$ cat src/assert_macros.svh
// Assertion macros shared by the RTL files of the quaternion core.
// No dependencies; synthesis sees empty bodies.
`ifndef ASSERT_MACROS_SVH
`define ASSERT_MACROS_SVH
`ifndef SYNTHESIS
`define ETQ_ASSERT(label, clk, rst, prop, msg) \
   label: assert property (@(posedge clk) disable iff (rst) prop) else $error(msg);
`define ETQ_ASSERT_NEVER(label, clk, rst, expr, msg) \
   label: assert property (@(posedge clk) disable iff (rst) !(expr)) else $error(msg);
`else
`define ETQ_ASSERT(label, clk, rst, prop, msg)
`define ETQ_ASSERT_NEVER(label, clk, rst, expr, msg)
`endif
`endif

$ cat src/etq_pkg.sv
// Shared types, constants and arithmetic helpers for the quaternion core.
// No dependencies.
package etq_pkg;
   localparam int ANGLE_BITS_DEF     = 16;
   localparam int COMPONENT_BITS_DEF = 16;
   localparam int CORDIC_STEPS_DEF   = 16;
   localparam int MAX_STEPS          = 30;
   localparam int FRAC               = 30;
   localparam int WORK_BITS          = 34;
   localparam int MUL_BITS           = 32;
   localparam int NUM_AXES           = 3;
   localparam longint PI_Q30         = 64'd3373259426;
   localparam longint GAIN_Q30       = 64'd652032874;

   typedef logic signed [WORK_BITS-1:0] work_type;

   function automatic work_type atan_q30(input int idx);
      work_type r;
      case (idx)
         0:  r = work_type'(843314857);
         1:  r = work_type'(497837829);
         2:  r = work_type'(263043837);
         3:  r = work_type'(133525159);
         4:  r = work_type'(67021687);
         5:  r = work_type'(33543516);
         6:  r = work_type'(16775851);
         7:  r = work_type'(8388437);
         8:  r = work_type'(4194283);
         9:  r = work_type'(2097149);
         10: r = work_type'(1048576);
         11: r = work_type'(524288);
         12: r = work_type'(262144);
         13: r = work_type'(131072);
         14: r = work_type'(65536);
         15: r = work_type'(32768);
         16: r = work_type'(16384);
         17: r = work_type'(8192);
         18: r = work_type'(4096);
         19: r = work_type'(2048);
         20: r = work_type'(1024);
         21: r = work_type'(512);
         22: r = work_type'(256);
         23: r = work_type'(128);
         24: r = work_type'(64);
         25: r = work_type'(32);
         26: r = work_type'(16);
         27: r = work_type'(8);
         28: r = work_type'(4);
         29: r = work_type'(2);
         default: r = '0;
      endcase
      return r;
   endfunction

   // Q2.30 product, round half up: floor((a*b + 2^29) / 2^30).
   function automatic work_type mulq(input work_type a, input work_type b);
      logic signed [2*MUL_BITS-1:0] p;
      p = $signed(a[MUL_BITS-1:0]) * $signed(b[MUL_BITS-1:0]);
      p = p + (2*MUL_BITS)'(64'd1 << (FRAC - 1));
      return WORK_BITS'(p >>> FRAC);
   endfunction
endpackage

$ cat src/etq_angle_prep.sv
// Input stage: clamp each angle to +/-pi and form the Q2.30 half angle.
// Depends on etq_pkg.
module etq_angle_prep import etq_pkg::*; #(
   parameter int ANGLE_BITS = ANGLE_BITS_DEF
) (
   input  logic                         clock,
   input  logic                         reset,
   input  logic                         valid_i,
   input  logic signed [ANGLE_BITS-1:0] angle_i [NUM_AXES],
   output logic                         valid_o,
   output work_type                     z_o [NUM_AXES]
);
   localparam int FA = ANGLE_BITS - 3;
   localparam int SH = FRAC - FA;
   localparam longint LIM = (PI_Q30 + (64'd1 << (SH - 1))) >> SH;
   localparam int UP = FRAC - 1 - FA;

   logic     valid_ff;
   work_type z_ff [NUM_AXES];
   work_type z_in [NUM_AXES];

   always_comb begin
      for (int k = 0; k < NUM_AXES; k++) begin
         work_type a;
         a = WORK_BITS'(angle_i[k]);
         if (a > work_type'(LIM)) a = work_type'(LIM);
         if (a < -work_type'(LIM)) a = -work_type'(LIM);
         z_in[k] = a <<< UP;
      end
   end

   always_ff @(posedge clock) begin
      if (reset) begin
         valid_ff <= 1'b0;
      end else begin
         valid_ff <= valid_i;
      end
      z_ff <= z_in;
   end

   assign valid_o = valid_ff;
   assign z_o     = z_ff;
endmodule

$ cat config.mk
export PLATFORM = sky130hd
export DESIGN_NAME = etq_angle_prep
export DESIGN_NICKNAME = d
export VERILOG_FILES = /design/src/assert_macros.svh /design/src/etq_pkg.sv /design/src/etq_angle_prep.sv
export SDC_FILE = /design/constraint.sdc
export NUM_CORES = 1
export LEC_CHECK = 0
export BUFFER_PORTS_ARGS = -buffer_cell sky130_fd_sc_hd__buf_2
export CORE_UTILIZATION = 42
export CTS_CLUSTER_DIAMETER = 80
export DETAILED_ROUTE_END_ITERATION = 12
export PLACE_DENSITY = 0.81
export SYNTH_ARGS = -nofsm -noshare
export SYNTH_HDL_FRONTEND = slang
export SYNTH_SLANG_ARGS = --single-unit
$ cat constraint.sdc
create_clock -name clock -period 1.3 [get_ports clock]
set_input_delay 0.065 -clock clock [delete_from_list [all_inputs] [get_ports clock]]
set_output_delay 0.065 -clock clock [all_outputs]
set_load 0.005 [all_outputs]
==> flow_summary.yaml, run 1 <==
outcome:
  outcome: "completed"
synth:
  avgSynthCellArea_um2: 9.99
  ys_warn_count: 0
  yosys_register_bits: 49
  synth_cell_types: 27
  synth_area_mm2: 0.00228
  synthCells: 228
  ys_seq_area_share_pct: 43.1
setup_path:
  path_max_fanout: 4
  crit_required_ns: 1.47
  crit_arrival_ns: 1.44
  end_kind: "flop"
  crit_start: "angle_i[23]"
  critPathKind: "in2reg"
  worst_setup_path_start_kind: "input port"
clock_network:
  cts_tree: "yes"
  numCtsBuffers: 5
  h-tree-depth: 2
  root_buffer: "clkbuf_8"
  postCtsSetupRepairBufs: 0
  cts_max_path_buffers: 2
  path_clk_slew_ns: 0.09
  cts.sinks: 49
die:
  die_w_um: 75.7
  io_pins: 154
  row_count: 26
  start_util_pct: 44.0
  dieArea_mm2: 0.00572
  core_mm2: 0.00517
  die_h_um: 75.7
placed_design:
  gp_congestion: 0.796
  dp_hpwl_um: 3670
  io_buffers: 105
finish:
  diodes: 0
  fillers: 463
  area_growth_pct: 30.1
  final_common_cell: "buf_2"
  nNetsFinal: 393
  layout_common_cells: "103 x buf_2, 49 x dfxtp_1, 48 x conb_1, 17 x dlygate4sd3_1"
  drive_gt1_share_pct: 46.6
timing:
  whs_ns: 0.00619
  rsz0062_at_grt: "true"
  final.period_utilization_pct: 98.1
  hold_viol: 0
  period_minus_slack_ns: 1.28
  max_freq_mhz: 784
  setup_tns_ns: 0
  slew_violations: 0
  setup_viol: 0
route:
  drt_iter0_drc: 64
  vias_per_cell: 4.53
  wl_um: 4920
  ant_nets: 0
  drt_first_pass_iters: 4
  drc_errors: 0
  vias: 1872
  avgRoutedWirePerCell_um: 11.9
run:
  drv_cap: 0
power_and_ir_drop:
  power_density_mw_per_mm2: 1060
  max-vdd-ir-drop_v: 0.000393
  p_leak_nw: 1.47
grt:
  grt_pass1_vias: 1627
  antenna_found_initial: 0
  grt-ovfl-total: 0
  grt_pass1_wl_um: 6990
  grt_max_degree: 15
  grt_util_all_layers_pct: 16.3
hold_path:
  hp-class: "in2reg"
  hold_path.startpoint: "angle_i[5]"
-- area by class of cell --
cell class                      instances  area, µm²  area share, %
Clock inverter                          1       5.00          0.169
Inverter                                3       11.3          0.380
Multi-Input combinational cell        161       1070           36.2
Timing Repair Buffer                  122        711           24.0
Clock buffer                            7       96.3           3.25
Sequential cell                        49        981           33.1
Tap cell                               70       87.6           2.95
-- cells in the mapped netlist --
cell / number / area share, %
nand4_1: 6 / 1.6
inv_1: 3 / 0.49
o21ai_0: 12 / 2.6
nand3b_1: 3 / 0.99
nor3b_1: 9 / 3.0
clkbuf_1: 9 / 1.5
dfxtp_1: 49 / 43
or2_4: 3 / 1.2
nand2_1: 3 / 0.49
nor2_1: 12 / 2.0
nor3_1: 6 / 1.3
a21o_2: 12 / 4.6
a211oi_4: 3 / 2.6
nor2b_1: 4 / 1.1
nor3_2: 3 / 1.3
a211o_2: 3 / 1.3
nor2_2: 3 / 0.82
o22a_2: 6 / 2.6
conb_1: 1 / 0.16
nand3_1: 6 / 1.3
a21o_1: 3 / 0.99
and3_2: 3 / 0.99
nor4_4: 3 / 2.8
a21oi_2: 3 / 1.2
or3_1: 3 / 0.82
buf_4: 54 / 18
a41o_1: 3 / 1.3
-- registers in the layout, summed over array words and instances, names as in the netlist --
signal and cells:
z_o 48, valid_o 1
-- final timing paths --
path / endpoint / cells past startpoint / slack, ns
max: z_o[53]$_SDFF_PP1_ / 6 / 0.02
min: z_o[21]$_SDFF_PP1_ / 2 / 0.006
-- power by group --
group          internal, mW  total [mW]  switching, mW
Clock                 0.481       0.946          0.465
Combinational         0.276       0.554          0.278
Sequential             1.61        1.64         0.0275
Total                  2.37        3.14          0.770
-- timing repair --
item	4_1_cts	5_1_grt
setup endpoints to repair	0	30
gates resized for setup	0	13
hold buffers	19	0
hold endpoints to repair	18	0
-- layer usage --
metal | vias to the layer above | part of all wire (%) | global-route usage (%)
li1 | 916 | - | -
met1 | 855 | 40 | 17.9
met2 | 99 | 52 | 30.7
met3 | 2 | 7.2 | 4.37
met4 | 0 | 0.45 | 4.73
met5 | - | 0 | 0
-- cells by family (layout without fill, tap and decap cells) --
group           after synthesis  after routing  share of synthesized area (%)
flops                        49             49                           43.1
simple gates                 67             68                           19.7
other cells                   1             48                          0.165
compound gates               45             45                           17.3
buf+inv                      66            133                           19.8
-- worst max-delay path, cell delays in order --
cell and delay [ns]:
dlygate4sd3_1 0.54, buf_2 0.13, inv_2 0.08, a41o_1 0.14, a211oi_4 0.09, or3_1 0.39
-- per-stage QoR --
stage	power, mW	setup slack (ns)	util (%)	instances	area, µm²
finish	3.14	0.0241	57.3	413	2960
global route	3.32	-0.0339	57.3	413	2960
CTS	3.17	0.0107	56.5	414	2920
detailed placement	2.18	0.0518	50.8	387	2630
global placement	2.17	0.0962	50.8	387	2630
floorplan	2.02	0.273	-	275	2450
(Power assumes the default switching activity.)
==> inputs of run 2 (changes only) <==
--- a/config.mk
+++ b/config.mk
@@ -8,5 +8,5 @@
 export BUFFER_PORTS_ARGS = -buffer_cell sky130_fd_sc_hd__buf_2
 export CORE_UTILIZATION = 42
-export CTS_CLUSTER_DIAMETER = 80
+export CTS_CLUSTER_DIAMETER = 50
 export DETAILED_ROUTE_END_ITERATION = 12
 export PLACE_DENSITY = 0.81
==> constraint.sdc (replaced) <==
create_clock -name clock -period 1.3 [get_ports clock]
set_input_delay 0.26 -clock clock [delete_from_list [all_inputs] [get_ports clock]]
set_output_delay 0.26 -clock clock [all_outputs]
set_load 0.005 [all_outputs]
==> flow_summary.yaml, run 2 (synthesis gave the netlist of run 1 again) <==
clock_network:
  cts_tree: "yes"
  cts.sinks: 49
  postCtsSetupRepairBufs: 0
  h-tree-depth: 2
  numCtsBuffers: 5
  path_clk_slew_ns: 0.08
  root_buffer: "clkbuf_8"
  cts_resized: 0
  hold_buffers: 0
  cts_max_path_buffers: 2
grt:
  grt-ovfl-total: 0
  grt.met2_usage_pct: 32.9
  grt_most_used_layer: "met2"
  antenna_found_initial: 0
  grt_pass1_vias: 1790
  grtUsageMet1_pct: 19.7
  grt_util_all_layers_pct: 17.5
  grt_pass1_wl_um: 7620
  grt_max_degree: 17
  grt_util_met3_pct: 3.70
setup_path:
  critPathKind: "in2reg"
  crit_required_ns: 1.48
  worst_setup_path_start_kind: "input port"
  path_max_fanout: 3
  end_kind: "flop"
  crit_arrival_ns: 1.31
die:
  die_w_um: 75.7
  start_util_pct: 44.0
  dieArea_mm2: 0.00572
  io_pins: 154
  die_h_um: 75.7
  core_mm2: 0.00517
  row_count: 26
timing:
  hold_viol: 0
  final.period_utilization_pct: 86.7
  setup_viol: 0
  setup_tns_ns: 0
  slew_violations: 0
  max_freq_mhz: 887
  rsz0062_at_grt: "false"
  period_minus_slack_ns: 1.13
outcome:
  outcome: "completed"
finish:
  layout.cells.non_filler: 430
  diodes: 0
  area_growth_pct: 30.9
  design_area_mm2: 0.00298
  largest_register_ffs: 48
  nNetsFinal: 410
  seq_area_um2: 981
  utilization_pct: 57.7
  final_common_cell: "buf_2"
  fillers: 483
  layout_common_cells: "105 x buf_2, 49 x dfxtp_1, 48 x conb_1, 35 x buf_4"
  multi_input_area_mm2: 0.00102
  drive_gt1_share_pct: 52.8
power_and_ir_drop:
  p_leak_nw: 1.52
  max-vdd-ir-drop_v: 0.000581
  power_density_mw_per_mm2: 1040
placed_design:
  io_buffers: 105
  gp_congestion: 0.799
  dp_cells: 422
  dp_hpwl_um: 4220
  dpl_cell_area_mm2: 0.00289
route:
  ant_nets: 0
  wl_um: 4980
  drt_first_pass_iters: 4
  drc_errors: 0
  vias_per_cell: 4.54
  drt_iter0_drc: 52
  vias: 1954
  avgRoutedWirePerCell_um: 11.6
run:
  drv_cap: 0
hold_path:
  hp-class: "in2reg"
## run 2: where the power goes
part | internal [mW] | switching (mW) | total [mW] | leakage [nW]
clock | 0.378 | 0.501 | 0.879 | 0.0364
sequential | 1.61 | 0.0265 | 1.64 | 0.413
combinational | 0.289 | 0.280 | 0.568 | 1.07
## run 2: path summary, 6_finish.rpt
check,startpoint,endpoint,cells after the start,slack (ns)
setup / recovery,angle_i[22],z_o[53]$_SDFF_PP1_,5,0.17
hold / removal,angle_i[13],z_o[29]$_SDFF_PP0_,1,0.10
## run 2: area by class of cell
class | count | area share (%)
multi-input cells | 160 | 34.3
repair buffers | 140 | 26.4
flip-flops and latches | 49 | 32.9
clock buffers | 5 | 2.31
clock inverters | 3 | 0.755
inverters | 3 | 0.378
well taps | 70 | 2.94
## run 2: routing by layer
| layer | share of wire [%] | up-vias |
|---|---|---|
| met4 | 0.90 | 0 |
| met3 | 7.5 | 4 |
| met5 | 0 | - |
| li1 | - | 948 |
| met2 | 51 | 107 |
| met1 | 40 | 895 |
## run 2: worst max-delay path, cell delays in order
cell	delay [ns]
buf_2	0.10
nor3_1	0.25
a41o_1	0.26
a211oi_4	0.08
or3_1	0.35
## run 2: through the flow
stage               setup slack [ns]  hold WS [ns]  total power [mW]
global route                   0.132        0.0751              3.29
finish                         0.173         0.103              3.09
CTS                            0.169        0.0901              3.13
floorplan                     0.0784         0.332              2.02
global placement             -0.0945         0.389              2.23
detailed placement            -0.152         0.401              2.25
==> inputs of run 3 (changes only) <==
==> constraint.sdc (replaced) <==
create_clock -name clock -period 1.3 [get_ports clock]
set_input_delay 0.195 -clock clock [delete_from_list [all_inputs] [get_ports clock]]
set_output_delay 0.195 -clock clock [all_outputs]
set_load 0.005 [all_outputs]
==> flow_summary.yaml, run 3 (synthesis gave the netlist of run 1 again) <==
finish:
  area_growth_pct: 27.7
  diodes: 0
  layout.cells.non_filler: 416
  design_area_mm2: 0.00291
  drive_gt1_share_pct: 50.6
  largest_register_ffs: 48
  final_common_cell: "buf_2"
  nNetsFinal: 396
  fillers: 490
  utilization_pct: 56.2
  layout_common_cells: "105 x buf_2, 49 x dfxtp_1, 48 x conb_1, 20 x buf_4"
grt:
  grtUsageMet1_pct: 18.5
  grt_pass1_wl_um: 7010
  grt_pass1_vias: 1620
  grt_most_used_layer: "met2"
  antenna_found_initial: 0
  grt-ovfl-total: 0
  grt_max_degree: 16
  grt_util_all_layers_pct: 16.2
  grt.met2_usage_pct: 29.4
  grt_util_met3_pct: 4.63
setup_path:
  end_kind: "flop"
  crit_arrival_ns: 1.25
  crit_slowest_cell: "or3_1"
  crit_chain: "buf_2 -> nor3_1 -> a41o_1 -> a211oi_4 -> or3_1"
  critPathKind: "in2reg"
  worst_path_largest_cell_delay_ns: 0.37
  worst_setup_path_start_kind: "input port"
  path_max_fanout: 4
  crit_required_ns: 1.47
hold_path:
  hp-class: "in2reg"
  hold_path.startpoint: "angle_i[46]"
  holdPathEnd: "z_o[98]$_SDFF_PP0_"
  holdPathStages: 1
clock_network:
  numCtsBuffers: 5
  cts_max_path_buffers: 2
  root_buffer: "clkbuf_8"
  path_clk_slew_ns: 0.09
  cts_tree: "yes"
  h-tree-depth: 2
  cts.sinks: 49
  postCtsSetupRepairBufs: 0
  cts_resized: 0
placed_design:
  dp_hpwl_um: 3900
  io_buffers: 105
  gp_congestion: 0.805
  dp_cells: 407
  dpl_cell_area_mm2: 0.00278
timing:
  period_minus_slack_ns: 1.07
  final.period_utilization_pct: 82.5
  setup_viol: 0
  setup_tns_ns: 0
  max_freq_mhz: 932
  hold_viol: 0
  slew_violations: 0
  rsz0062_at_grt: "false"
power_and_ir_drop:
  seq_power_share_pct: 49.8
  p_comb_share_pct: 16.2
  clkPwrFrac_pct: 33.9
  p_int_mw: 2.51
  p_switching_mw: 0.790
  switching_share_pct: 24.0
  power_density_mw_per_mm2: 1130
  p_leak_nw: 1.47
  max-vdd-ir-drop_v: 0.000561
route:
  ant_nets: 0
  drt_first_pass_iters: 4
  vias: 1860
  drc_errors: 0
  vias_per_cell: 4.47
  drt_iter0_drc: 49
  wl_um: 4760
  avgRoutedWirePerCell_um: 11.4
die:
  row_count: 26
  dieArea_mm2: 0.00572
  die_h_um: 75.7
  start_util_pct: 44.0
  die_w_um: 75.7
  core_mm2: 0.00517
  io_pins: 154
run:
  drv_cap: 0
outcome:
  outcome: "completed"
## run 3: changes by cell type in the layout (fill, tap and decap cells not counted), sizes merged
cell         previous run  this run
clkbuf                  5         6
buf                   140       125
clkinvlp                3         1
bufinv                  0         1
dlygate4sd3             0         1
## run 3: worst max path at each step
stage,from,to,slack [ns],cells after the start
floorplan,angle_i[22],z_o[53]$_SDFF_PP1_,0.14,4
global placement,angle_i[28],z_o[60]$_SDFF_PP0_,-0.02,5
detailed placement,angle_i[22],z_o[53]$_SDFF_PP1_,-0.08,5
CTS,angle_i[22],z_o[53]$_SDFF_PP1_,0.24,5
global route,angle_i[22],z_o[53]$_SDFF_PP1_,0.19,5
finish,angle_i[22],z_o[53]$_SDFF_PP1_,0.23,5
## run 3: worst max-delay path, delay by kind of cell
family,cells,cell delay (ns)
and+or+nand+nor,2,0.61
buffers and inverters,1,0.10
AOI/OAI and AO/OA,2,0.34
## run 3: per-stage QoR
stage          hold slack [ns]  setup WS, ns  total power [mW]
5_1_grt               0.000419         0.191              3.48
6_report                0.0210         0.227              3.30
4_1_cts                0.00913         0.236              3.33
2_1_floorplan            0.267         0.143              2.02
3_5_place_dp             0.326       -0.0847              2.21
3_3_place_gp             0.325       -0.0245              2.20
## run 3: what timing repair did
action	4_1_cts	5_1_grt
endpoints found under the hold margin	0	1
hold buffers	0	1
setup endpoints to repair	0	0
## run 3: layout make-up
class	count	area, µm²	area share, %
repair buffers	126	686	23.6
multi-input cells	160	1020	35.2
clock buffers	6	82.6	2.84
clock inverters	2	37.5	1.29
inverters	3	11.3	0.387
flip-flops and latches	49	981	33.7
well taps	70	87.6	3.01
## run 3: metal layers
layer,up-vias,share of wire (%),wire length (µm)
li1,925,-,-
met1,832,42,2020
met2,101,50,2360
met3,2,7.6,362
met4,0,0.52,25
met5,-,0,0
## run 3: power by group through the flow
stage / clock network (mW) / logic [mW] / registers, mW
after global routing: 1.23 / 0.600 / 1.66
final: 1.12 / 0.535 / 1.64
after CTS: 1.15 / 0.533 / 1.64
after floorplan: 0 / 0.323 / 1.70
after detailed placement: 0 / 0.530 / 1.68
after global placement: 0 / 0.521 / 1.67
